==> config.mk <==
export PLATFORM = sky130hd
export DESIGN_NAME = rk_number_decoder_top
export DESIGN_NICKNAME = d
export VERILOG_FILES = /design/src/rkd_pkg.sv /design/src/rkd_unpack.sv /design/src/rkd_norm.sv /design/src/rkd_div25.sv /design/src/rkd_round.sv /design/src/rk_number_decoder_top.sv
export SDC_FILE = /design/constraint.sdc
export NUM_CORES = 2
export LEC_CHECK = 0
export ABC_CLOCK_PERIOD_IN_PS = 7250
export BUFFER_PORTS_ARGS = -buffer_cell sky130_fd_sc_hd__buf_2
export CORE_MARGIN = 3
export CORE_UTILIZATION = 58
export DETAILED_ROUTE_END_ITERATION = 8
export PLACE_DENSITY = 0.86
export SLEW_MARGIN = 20
export SYNTH_ARGS = -nofsm -noshare
export SYNTH_HDL_FRONTEND = slang
export SYNTH_SLANG_ARGS = --single-unit
==> constraint.sdc <==
create_clock -name clk -period 7.25 [get_ports clk]
set_input_delay 0.725 -clock clk [delete_from_list [all_inputs] [get_ports clk]]
set_output_delay 0.725 -clock clk [all_outputs]
set_load 0.03 [all_outputs]
==> src/rkd_pkg.sv <==
// Shared types and constants for the RK number decoder.
// No dependencies; every other file of the block imports this package.
package rkd_pkg;

    // Field widths of the request and the result.
    localparam int WORD_W  = 32;
    localparam int PAY_W   = 30;
    localparam int REAL_W  = 64;
    // Signed exponent carried through the divide path.
    localparam int EXP_W   = 13;
    // An unscaled double payload sits above this many zero bits.
    localparam int DBL_LOW_ZERO = 34;

    // Reciprocal of 25 for a 30-bit dividend: q = (n * RECIP_25) >> RECIP_SHIFT.
    localparam logic [30:0] RECIP_25    = 31'd1374389535;
    localparam int          RECIP_SHIFT = 35;
    // (2^20 - 1) / 25: one 20-bit period of the binary fraction r/25 is r times this.
    localparam logic [15:0] PERIOD_25   = 16'd41943;
    // Maps the exponent of the normalized dividend to the biased result exponent
    // (bias 1023, minus 29 for the dividend scale, minus 2 for the divide by 4).
    localparam logic signed [EXP_W-1:0] BIAS_ADJ = 13'sd992;
    localparam logic [REAL_W-1:0] QUIET_BIT = 64'h0008_0000_0000_0000;

    // How a request turns into its result.
    typedef enum logic [1:0] {
        KIND_INT,   // integer without scale: integer result
        KIND_RAW,   // double bits pass through unchanged
        KIND_NAN,   // scaled NaN: pass through with the quiet bit set
        KIND_DIV    // finite nonzero value divided by 100
    } kind_t;

    // Control that travels alongside the data in every stage.
    typedef struct packed {
        logic             valid;
        kind_t            kind;
        logic             sign;
        logic [PAY_W-1:0] payload;
    } ctl_t;

endpackage

==> src/rkd_unpack.sv <==
// First stage: splits the RK word, classifies the request and sets up the
// dividend and its exponent. Depends on rkd_pkg.
module rkd_unpack
    import rkd_pkg::*;
(
    input  logic                    clk,
    input  logic                    rst_n,
    input  logic                    in_valid,
    input  logic [WORD_W-1:0]       rk_word,
    output ctl_t                    ctl,
    output logic [PAY_W-1:0]        w,
    output logic signed [EXP_W-1:0] p0
);

    logic                    scale;
    logic                    int_flag;
    logic [PAY_W-1:0]        pay;
    logic [10:0]             exp_f;
    logic [17:0]             frac_f;
    ctl_t                    ctl_next;
    logic [PAY_W-1:0]        w_next;
    logic signed [EXP_W-1:0] p0_next;
    logic                    valid_reg;
    ctl_t                    ctl_data_reg;
    logic [PAY_W-1:0]        w_reg;
    logic signed [EXP_W-1:0] p0_reg;

    assign scale    = rk_word[0];
    assign int_flag = rk_word[1];
    assign pay      = rk_word[WORD_W-1:2];
    assign exp_f    = pay[28:18];
    assign frac_f   = pay[17:0];

    // Classify the request and place the significand with its leading bit
    // at or below bit 29; p0 is the exponent of bit 29.
    always_comb
    begin
        ctl_next         = '0;
        ctl_next.valid   = in_valid;
        ctl_next.kind    = KIND_RAW;
        ctl_next.payload = pay;
        w_next           = '0;
        p0_next          = '0;
        if (int_flag && !scale)
        begin
            ctl_next.kind = KIND_INT;
        end
        else if (int_flag)
        begin
            // Scaled integer: magnitude and sign; zero gives +0.0.
            ctl_next.sign = pay[PAY_W-1];
            w_next        = pay[PAY_W-1] ? (~pay + 30'd1) : pay;
            p0_next       = 13'sd29;
            if (pay != '0)
            begin
                ctl_next.kind = KIND_DIV;
            end
        end
        else if (scale)
        begin
            ctl_next.sign = pay[PAY_W-1];
            if (exp_f == 11'h7FF)
            begin
                // Infinity keeps its bits; a NaN is made quiet.
                if (frac_f != '0)
                begin
                    ctl_next.kind = KIND_NAN;
                end
            end
            else if (exp_f != '0 || frac_f != '0)
            begin
                ctl_next.kind = KIND_DIV;
                w_next        = {(exp_f != '0), frac_f, 11'd0};
                p0_next       = (exp_f != '0) ?
                                ($signed({2'b00, exp_f}) - 13'sd1023) : -13'sd1022;
            end
        end
    end

    // Valid bit under reset; the rest of the stage is plain data.
    always_ff @(posedge clk or negedge rst_n)
    begin
        if (!rst_n)
        begin
            valid_reg <= 1'b0;
        end
        else
        begin
            valid_reg <= ctl_next.valid;
        end
    end

    always_ff @(posedge clk)
    begin
        ctl_data_reg <= ctl_next;
        w_reg        <= w_next;
        p0_reg       <= p0_next;
    end

    always_comb
    begin
        ctl       = ctl_data_reg;
        ctl.valid = valid_reg;
    end

    assign w  = w_reg;
    assign p0 = p0_reg;

endmodule

==> src/rkd_norm.sv <==
// Second stage: leading-zero count and left shift of the 30-bit dividend.
// Depends on rkd_pkg.
module rkd_norm
    import rkd_pkg::*;
(
    input  logic                    clk,
    input  logic                    rst_n,
    input  ctl_t                    ctl_in,
    input  logic [PAY_W-1:0]        w,
    input  logic signed [EXP_W-1:0] p0,
    output ctl_t                    ctl_out,
    output logic [PAY_W-1:0]        n,
    output logic signed [EXP_W-1:0] p
);

    logic [4:0]              lz;
    logic [PAY_W-1:0]        n_next;
    logic signed [EXP_W-1:0] p_next;
    logic                    valid_reg;
    ctl_t                    ctl_reg;
    logic [PAY_W-1:0]        n_reg;
    logic signed [EXP_W-1:0] p_reg;

    // Priority encoder: the highest set bit wins.
    always_comb
    begin
        lz = '0;
        for (int i = 0; i < PAY_W; i++)
        begin
            if (w[i])
            begin
                lz = 5'(PAY_W - 1 - i);
            end
        end
    end

    // Shift the leading one to bit 29 and adjust the exponent to match.
    assign n_next = w << lz;
    assign p_next = p0 - $signed({8'd0, lz});

    always_ff @(posedge clk or negedge rst_n)
    begin
        if (!rst_n)
        begin
            valid_reg <= 1'b0;
        end
        else
        begin
            valid_reg <= ctl_in.valid;
        end
    end

    always_ff @(posedge clk)
    begin
        ctl_reg <= ctl_in;
        n_reg   <= n_next;
        p_reg   <= p_next;
    end

    always_comb
    begin
        ctl_out       = ctl_reg;
        ctl_out.valid = valid_reg;
    end

    assign n = n_reg;
    assign p = p_reg;

endmodule

==> src/rkd_div25.sv <==
// Stages three to five: divides the normalized dividend by 25 with a
// reciprocal multiply, then expands the remainder into 64 fraction bits.
// Depends on rkd_pkg.
module rkd_div25
    import rkd_pkg::*;
(
    input  logic                    clk,
    input  logic                    rst_n,
    input  ctl_t                    ctl_in,
    input  logic [PAY_W-1:0]        n,
    input  logic signed [EXP_W-1:0] p,
    output ctl_t                    ctl_out,
    output logic [89:0]             y,
    output logic                    rem_nz,
    output logic signed [EXP_W-1:0] b
);

    // Stage three: reciprocal product.
    logic [2:0]              valid_reg;
    ctl_t                    ctl3_reg;
    ctl_t                    ctl4_reg;
    ctl_t                    ctl5_reg;
    logic [60:0]             prod_reg;
    logic [PAY_W-1:0]        n3_reg;
    logic signed [EXP_W-1:0] p3_reg;
    // Stage four: quotient and remainder.
    logic [25:0]             q_next;
    logic [30:0]             q25;
    logic [30:0]             rem_full;
    logic [25:0]             q_reg;
    logic [4:0]              r_reg;
    logic signed [EXP_W-1:0] p4_reg;
    // Stage five: fraction and normalization.
    logic [20:0]             period;
    logic [63:0]             frac;
    logic                    lead;
    logic [89:0]             y_next;
    logic signed [EXP_W-1:0] b_next;
    logic [89:0]             y_reg;
    logic                    rem_nz_reg;
    logic signed [EXP_W-1:0] b_reg;

    // The quotient of a 30-bit value by 25 is exact with this reciprocal.
    assign q_next   = prod_reg[60:RECIP_SHIFT];
    assign q25      = {5'd0, q_next} * 31'd25;
    assign rem_full = {1'b0, n3_reg} - q25;

    // r/25 repeats with a period of 20 bits, so three periods plus four bits
    // give the first 64 fraction bits; the tail is nonzero exactly when r is.
    assign period = {16'd0, r_reg} * {5'd0, PERIOD_25};
    assign frac   = {period[19:0], period[19:0], period[19:0], period[19:16]};
    assign lead   = q_reg[25];
    assign y_next = lead ? {q_reg, frac} : {q_reg[24:0], frac, 1'b0};
    assign b_next = p4_reg + BIAS_ADJ + (lead ? 13'sd25 : 13'sd24);

    always_ff @(posedge clk or negedge rst_n)
    begin
        if (!rst_n)
        begin
            valid_reg <= '0;
        end
        else
        begin
            valid_reg <= {valid_reg[1:0], ctl_in.valid};
        end
    end

    always_ff @(posedge clk)
    begin
        ctl3_reg   <= ctl_in;
        prod_reg   <= {31'd0, n} * {30'd0, RECIP_25};
        n3_reg     <= n;
        p3_reg     <= p;
        ctl4_reg   <= ctl3_reg;
        q_reg      <= q_next;
        r_reg      <= rem_full[4:0];
        p4_reg     <= p3_reg;
        ctl5_reg   <= ctl4_reg;
        y_reg      <= y_next;
        rem_nz_reg <= (r_reg != '0);
        b_reg      <= b_next;
    end

    always_comb
    begin
        ctl_out       = ctl5_reg;
        ctl_out.valid = valid_reg[2];
    end

    assign y      = y_reg;
    assign rem_nz = rem_nz_reg;
    assign b      = b_reg;

endmodule

==> src/rkd_round.sv <==
// Stages six and seven: denormalizing shift, round to nearest even and the
// final result select. Depends on rkd_pkg.
module rkd_round
    import rkd_pkg::*;
(
    input  logic                    clk,
    input  logic                    rst_n,
    input  ctl_t                    ctl_in,
    input  logic [89:0]             y,
    input  logic                    rem_nz,
    input  logic signed [EXP_W-1:0] b,
    output logic                    done,
    output logic                    is_integer,
    output logic signed [PAY_W-1:0] int_field,
    output logic [REAL_W-1:0]       real_bits
);

    logic                    normal;
    logic signed [EXP_W-1:0] sh_full;
    logic [5:0]              sh;
    logic [126:0]            zx;
    logic [51:0]             frac52;
    logic [10:0]             exp_field;
    logic                    guard;
    logic                    sticky;
    logic                    valid6_reg;
    ctl_t                    ctl6_reg;
    logic [REAL_W-1:0]       body_reg;
    logic                    inc_reg;
    logic [REAL_W-1:0]       rounded;
    logic                    is_integer_next;
    logic signed [PAY_W-1:0] int_field_next;
    logic [REAL_W-1:0]       real_bits_next;
    logic                    done_reg;
    logic                    is_integer_reg;
    logic signed [PAY_W-1:0] int_field_reg;
    logic [REAL_W-1:0]       real_bits_reg;

    // Below the normal range the significand moves right by 1 - b places.
    assign normal    = (b > 13'sd0);
    assign sh_full   = 13'sd1 - b;
    assign sh        = normal ? 6'd0 : ((sh_full > 13'sd63) ? 6'd63 : sh_full[5:0]);
    assign exp_field = normal ? b[10:0] : 11'd0;
    assign zx        = {y, 37'd0} >> sh;
    assign frac52    = zx[125:74];
    assign guard     = zx[73];
    assign sticky    = (zx[72:0] != '0) || rem_nz;

    // A carry out of the fraction moves correctly into the exponent field.
    assign rounded = body_reg + {63'd0, inc_reg};

    // Final result select by request kind.
    always_comb
    begin
        is_integer_next = 1'b0;
        int_field_next  = '0;
        real_bits_next  = '0;
        case (ctl6_reg.kind)
            KIND_INT:
            begin
                is_integer_next = 1'b1;
                int_field_next  = $signed(ctl6_reg.payload);
            end
            KIND_RAW:
            begin
                real_bits_next = {ctl6_reg.payload, {DBL_LOW_ZERO{1'b0}}};
            end
            KIND_NAN:
            begin
                real_bits_next = {ctl6_reg.payload, {DBL_LOW_ZERO{1'b0}}} | QUIET_BIT;
            end
            KIND_DIV:
            begin
                real_bits_next = rounded;
            end
            default:
            begin
                real_bits_next = '0;
            end
        endcase
    end

    always_ff @(posedge clk or negedge rst_n)
    begin
        if (!rst_n)
        begin
            valid6_reg <= 1'b0;
            done_reg   <= 1'b0;
        end
        else
        begin
            valid6_reg <= ctl_in.valid;
            done_reg   <= valid6_reg;
        end
    end

    always_ff @(posedge clk)
    begin
        ctl6_reg       <= ctl_in;
        body_reg       <= {ctl_in.sign, exp_field, frac52};
        inc_reg        <= guard & (sticky | frac52[0]);
        is_integer_reg <= is_integer_next;
        int_field_reg  <= int_field_next;
        real_bits_reg  <= real_bits_next;
    end

    assign done       = done_reg;
    assign is_integer = is_integer_reg;
    assign int_field  = int_field_reg;
    assign real_bits  = real_bits_reg;

endmodule

==> src/rk_number_decoder_top.sv <==
// RK number decoder: a request is taken in every cycle and its result
// appears on done, one result per request, in order. The path has seven
// register stages: unpack, normalize, reciprocal multiply, remainder,
// fraction expand, shift and round, output select. busy is always low and
// results cannot be held off.
// Top level; depends on rkd_pkg, rkd_unpack, rkd_norm, rkd_div25, rkd_round.
module rk_number_decoder_top
    import rkd_pkg::*;
(
    input  logic                    clk,
    input  logic                    rst_n,
    input  logic                    start,
    output logic                    busy,
    input  logic [WORD_W-1:0]       rk_word,
    output logic                    done,
    output logic                    is_integer,
    output logic signed [PAY_W-1:0] int_field,
    output logic [REAL_W-1:0]       real_bits
);

    ctl_t                    ctl1;
    ctl_t                    ctl2;
    ctl_t                    ctl5;
    logic [PAY_W-1:0]        w;
    logic signed [EXP_W-1:0] p0;
    logic [PAY_W-1:0]        n;
    logic signed [EXP_W-1:0] p;
    logic [89:0]             y;
    logic                    rem_nz;
    logic signed [EXP_W-1:0] b;

    // The pipeline never stalls.
    assign busy = 1'b0;

    rkd_unpack u_unpack
    (
        .clk      (clk),
        .rst_n    (rst_n),
        .in_valid (start & ~busy),
        .rk_word  (rk_word),
        .ctl      (ctl1),
        .w        (w),
        .p0       (p0)
    );

    rkd_norm u_norm
    (
        .clk     (clk),
        .rst_n   (rst_n),
        .ctl_in  (ctl1),
        .w       (w),
        .p0      (p0),
        .ctl_out (ctl2),
        .n       (n),
        .p       (p)
    );

    rkd_div25 u_div25
    (
        .clk     (clk),
        .rst_n   (rst_n),
        .ctl_in  (ctl2),
        .n       (n),
        .p       (p),
        .ctl_out (ctl5),
        .y       (y),
        .rem_nz  (rem_nz),
        .b       (b)
    );

    rkd_round u_round
    (
        .clk        (clk),
        .rst_n      (rst_n),
        .ctl_in     (ctl5),
        .y          (y),
        .rem_nz     (rem_nz),
        .b          (b),
        .done       (done),
        .is_integer (is_integer),
        .int_field  (int_field),
        .real_bits  (real_bits)
    );

endmodule
==> flow_results.org <==
** Worst setup path
- Cell count along the critical path :: 24
- Most Frequent Cell on Critical Path :: sky130_fd_sc_hd__fa_1
- Critical path destination :: u_div25.prod_reg[47]$_DFF_P_
- Measured in cells, the most critical reg-to-reg path has a length of 24.
- Maximum fanout count along the critical path :: 4
- Category of cells accounting for the largest share of critical-path delay :: adder cells
- Setup slack on the worst flop-to-flop path :: 0.01 ns
- In this run the worst setup path begins at u_norm.n[27]$_DFF_P_.
- Slowest CP cell :: sky130_fd_sc_hd__fa_2
- Crit path cell chain :: fa_2, fa_1, fa_1, fa_1, fa_1, inv_1, fa_1, inv_1, fa_2, fa_2, ha_4, a21o_1, a21oi_2, nor2b_1, o21ai_0, nand2b_1, a21oi_2, o31ai_2, a21o_1, a211o_1, and2_4, o21a_1, nor2_2, xnor2_1
- Startpoint type of the worst setup path :: flop
- The critical path in this run is classified as reg -> reg.
- Reg-to-reg startpoint :: u_norm.n[27]$_DFF_P_
- On the worst path, the slowest cell contributes a delay of approximately 0.64 ns.
- Arrival time worst endpoint :: 7.80 ns
- Critical Path RT :: a little under 8 ns
- The worst register-to-register path ends at u_div25.prod_reg[47]$_DFF_P_.
- The number of buffers and inverters on the critical path is 2.
- STA classifies the critical path endpoint as a flop.

** Die
- The core region is roughly 66000 um^2.
- IO Count :: between 100 and 150
- The die covers approximately 71000 um^2.
- Initial standard-cell utilization of the core :: between 50% and 60%
- In this run the core area contains 94 standard-cell rows.
- Die outline height :: around 270 um
- The die is 266 um wide.

** Synthesis
- Top_reg_cell synth :: sky130_fd_sc_hd__dfxtp_1
- Synthesis handed over a netlist of between 3000 and 4000 instances.
- Count of cell types in the netlist :: 97
- The number of nets handed over by synthesis was 4743.
- The synthesized design spends more area on one cell type than any other, namely sky130_fd_sc_hd__dfxtp_1.
- Synthesis inferred ~600 register bits.
- Proportion of register bits with asynchronous set or reset after synthesis :: 1.17%
- After synthesis, flip-flops and latches occupy 30.7% of the total area.
- After synthesis the cells add up to slightly below 40000 um^2.
- The top cell type by area accounts for ~30% of the synthesized area.
- For this run, the number of Yosys warnings is 0.
- By area the synthesized netlist is led by sky130_fd_sc_hd__dfxtp_1 30%, sky130_fd_sc_hd__fa_1 18%, sky130_fd_sc_hd__ha_1 13%.
- EDFF count, synth :: 0
- Averaged over all synthesized cells, the footprint is around 9.9 um^2.

** Detailed routing
- The routed design has ~110 mm of wire.
- First drt pass iteration count :: 8
- After detailed routing, the number of remaining DRC violations is 0.
- After the first detailed-routing iteration, the DRC count stood at around 3000.
- Via count normalized by instance count :: about 6.0
- ANT nets after route :: 0
- Dividing the detail-routed wire length by the instance count gives about 23 um.
- Count of vias placed by the detailed router :: roughly 30000

** Placement
- Number of port buffers :: 130
- Summed over all nets, the half-perimeter wirelength after detailed placement is around 84 mm.
- Post-placement cell area :: ~41000 um^2
- At the end of routability-driven placement, the weighted congestion stood at 1.05.

** Timing
- For this run, the top clock speed supported by timing is roughly 0.14 GHz.
- Hold Fails Final Rpt :: 0
- The clock arrives with between 0.02 and 0.03 ns of skew.
- The number of max-slew violations in the final report was 0.
- At the pin with the least slew margin, the transition time is ~1.1 ns.
- Of the available clock period, the critical path in the final layout requires around 100%.
- In this run the tightest slew margin relative to its limit is between 20% and 30%.
- Setup violations remaining at the end of the flow were counted as 0.
- Shortest clock period the worst path allows after layout :: 7.24 ns

** Clock network
- TritonCTS built the clock tree.
- After clock tree synthesis, the clock-pin slew on the worst setup and hold paths is around 0.07 ns.
- The clock passes through at most 3 buffers.
- Clock tree sinks :: 598
- Clk Tree Root Cell :: sky130_fd_sc_hd__clkbuf_16
- H-tree depth :: 2
- Worst skew pair latency :: roughly 0.64 ns
- Inserted Clock Buffers :: 55

** Finish
- Ratio of cells with drive above 1 in the final layout :: 11.2%
- The area growth from synthesis to layout is 10.6%.
- Area of all placed cells without fillers :: around 43000 um^2
- # fillers :: a little under 5000
- Count of nets after finishing :: 4877

** Outcome
- The run finished with clean final reports.

** Flow run
- Across the run, the number of max-cap violations was 0.

** Global routing
- Global routing used 39.0% of the available met1 tracks.
- Global routing used under 10% of the available met3 tracks.
- Global routing finished with a remaining overflow of 0.
- Pin count of the biggest net entering global routing :: 65
- Number of antenna violations at the first check in global routing :: 4
- Global routing consumed, on the met2 layer, between 50% and 60% of the routing resources.
- The layer flagged by global routing as most heavily used is met2.
- For this run, the total global-route usage over all layers was measured as 31.1%.
- Vias in the first global route :: between 30000 and 40000
- First-pass GRT wire length :: 171 mm

** Hold path
- In this run the worst hold path is classified as in -> reg.
==> cells in the final DEF (no fill, tap or decap), types with 69 or more instances in the layout <==
cell,instances
sky130_fd_sc_hd__buf_4,80
sky130_fd_sc_hd__dfxtp_1,583
sky130_fd_sc_hd__nand3_1,80
sky130_fd_sc_hd__a211oi_1,69
sky130_fd_sc_hd__xor2_1,75
sky130_fd_sc_hd__buf_2,130
sky130_fd_sc_hd__fa_1,337
sky130_fd_sc_hd__nand2_1,192
sky130_fd_sc_hd__ha_1,409
sky130_fd_sc_hd__nor2_1,266
sky130_fd_sc_hd__o21ai_0,92
sky130_fd_sc_hd__a21oi_1,155
sky130_fd_sc_hd__inv_1,599
sky130_fd_sc_hd__xnor2_1,90
sky130_fd_sc_hd__mux2i_1,142
==> per-stage QoR <==
step | util (%) | hold WS (ns) | TNS, ns | instances | worst slack [ns]
2_1_floorplan | - | 0.310 | 0 | 3950 | 0.141
3_3_place_gp | 61.7 | 0.310 | 0 | 4883 | 0.0211
3_5_place_dp | 61.7 | 0.312 | -0.0916 | 4883 | -0.0649
4_1_cts | 64.9 | 0.200 | -0.00697 | 4985 | -0.00697
5_1_grt | 65.2 | 0.208 | -0.615 | 4992 | -0.123
6_report | 65.3 | 0.213 | 0 | 4994 | 0.0104
==> layout make-up <==
class	instances	area, um^2	share of cell area (%)
Sequential cell	598	12000	27.8
Timing Repair Buffer	215	1330	3.08
Clock inverter	33	588	1.36
Tap cell	864	1080	2.50
Clock buffer	68	1510	3.48
Antenna cell	2	5.00	0.0116
Multi-Input combinational cell	2610	24400	56.5
Inverter	604	2270	5.25
==> synthesized netlist by cell type (24+ instances only) <==
cell type                  count
sky130_fd_sc_hd__inv_1       601
sky130_fd_sc_hd__dfxtp_1     591
sky130_fd_sc_hd__ha_1        412
sky130_fd_sc_hd__fa_1        346
sky130_fd_sc_hd__nor2_1      271
sky130_fd_sc_hd__nand2_1     194
sky130_fd_sc_hd__a21oi_1     160
sky130_fd_sc_hd__mux2i_1     142
sky130_fd_sc_hd__o21ai_0      93
sky130_fd_sc_hd__xnor2_1      90
sky130_fd_sc_hd__clkbuf_1     88
sky130_fd_sc_hd__nand3_1      81
sky130_fd_sc_hd__xor2_1       75
sky130_fd_sc_hd__a211oi_1     72
sky130_fd_sc_hd__and2_1       53
sky130_fd_sc_hd__nor3_1       52
sky130_fd_sc_hd__mux2_2       41
sky130_fd_sc_hd__and3_1       40
sky130_fd_sc_hd__a21o_1       37
sky130_fd_sc_hd__a22oi_1      33
sky130_fd_sc_hd__o22ai_1      28
sky130_fd_sc_hd__nor2b_1      25
sky130_fd_sc_hd__nand4_1      24
==> worst min-delay path by stage <==
| stage | from | to | slack (ns) | depth (start not counted) |
|---|---|---|---|---|
| global placement | u_unpack.ctl[24]$_DFF_P_ | u_norm.ctl_out[24]$_DFF_P_ | 0.31 | 0 |
| CTS | start | u_unpack.valid_reg$_DFF_PN0_ | 0.20 | 1 |
| detailed placement | u_norm.ctl_out[2]$_DFF_P_ | u_div25.ctl3_reg[2]$_DFF_P_ | 0.31 | 0 |
| finish | start | u_unpack.valid_reg$_DFF_PN0_ | 0.21 | 1 |
| floorplan | u_norm.ctl_out[0]$_DFF_P_ | u_div25.ctl3_reg[0]$_DFF_P_ | 0.31 | 0 |
| global route | start | u_unpack.valid_reg$_DFF_PN0_ | 0.21 | 1 |
==> metal layers <==
| layer | part of all wire [%] | routed length [um] |
|---|---|---|
| met1 | 38 | 43200 |
| met2 | 48 | 54100 |
| met3 | 8.7 | 9850 |
| met4 | 4.8 | 5390 |
| met5 | 0 | 0 |
==> cell families (layout without fill, tap and decap cells) <==
family / after synthesis / count (layout) / share of synthesized area (%)
DFF: 598 / 598 / 30.7
other: 1 / 3 / 0.00960
buffers and inverters: 742 / 920 / 7.41
and+or+nand+nor: 839 / 839 / 10.3
xor gates and xnor gates: 165 / 165 / 3.70
AOI/OAI and AO/OA: 651 / 651 / 11.5
adders and majority gates: 758 / 758 / 30.9
muxes: 196 / 196 / 5.41
==> what timing repair did <==
action,in CTS,in global routing
gates resized for setup,3,41
hold buffers,1,0
pin swaps,0,19
buffers inserted,0,7
endpoints found under the hold margin,7,0
endpoints found under the setup margin,6,19
Power is left out: the tool's default activity adds up to more than one toggle a clock period on the data nets, which glitch-free logic cannot reach.
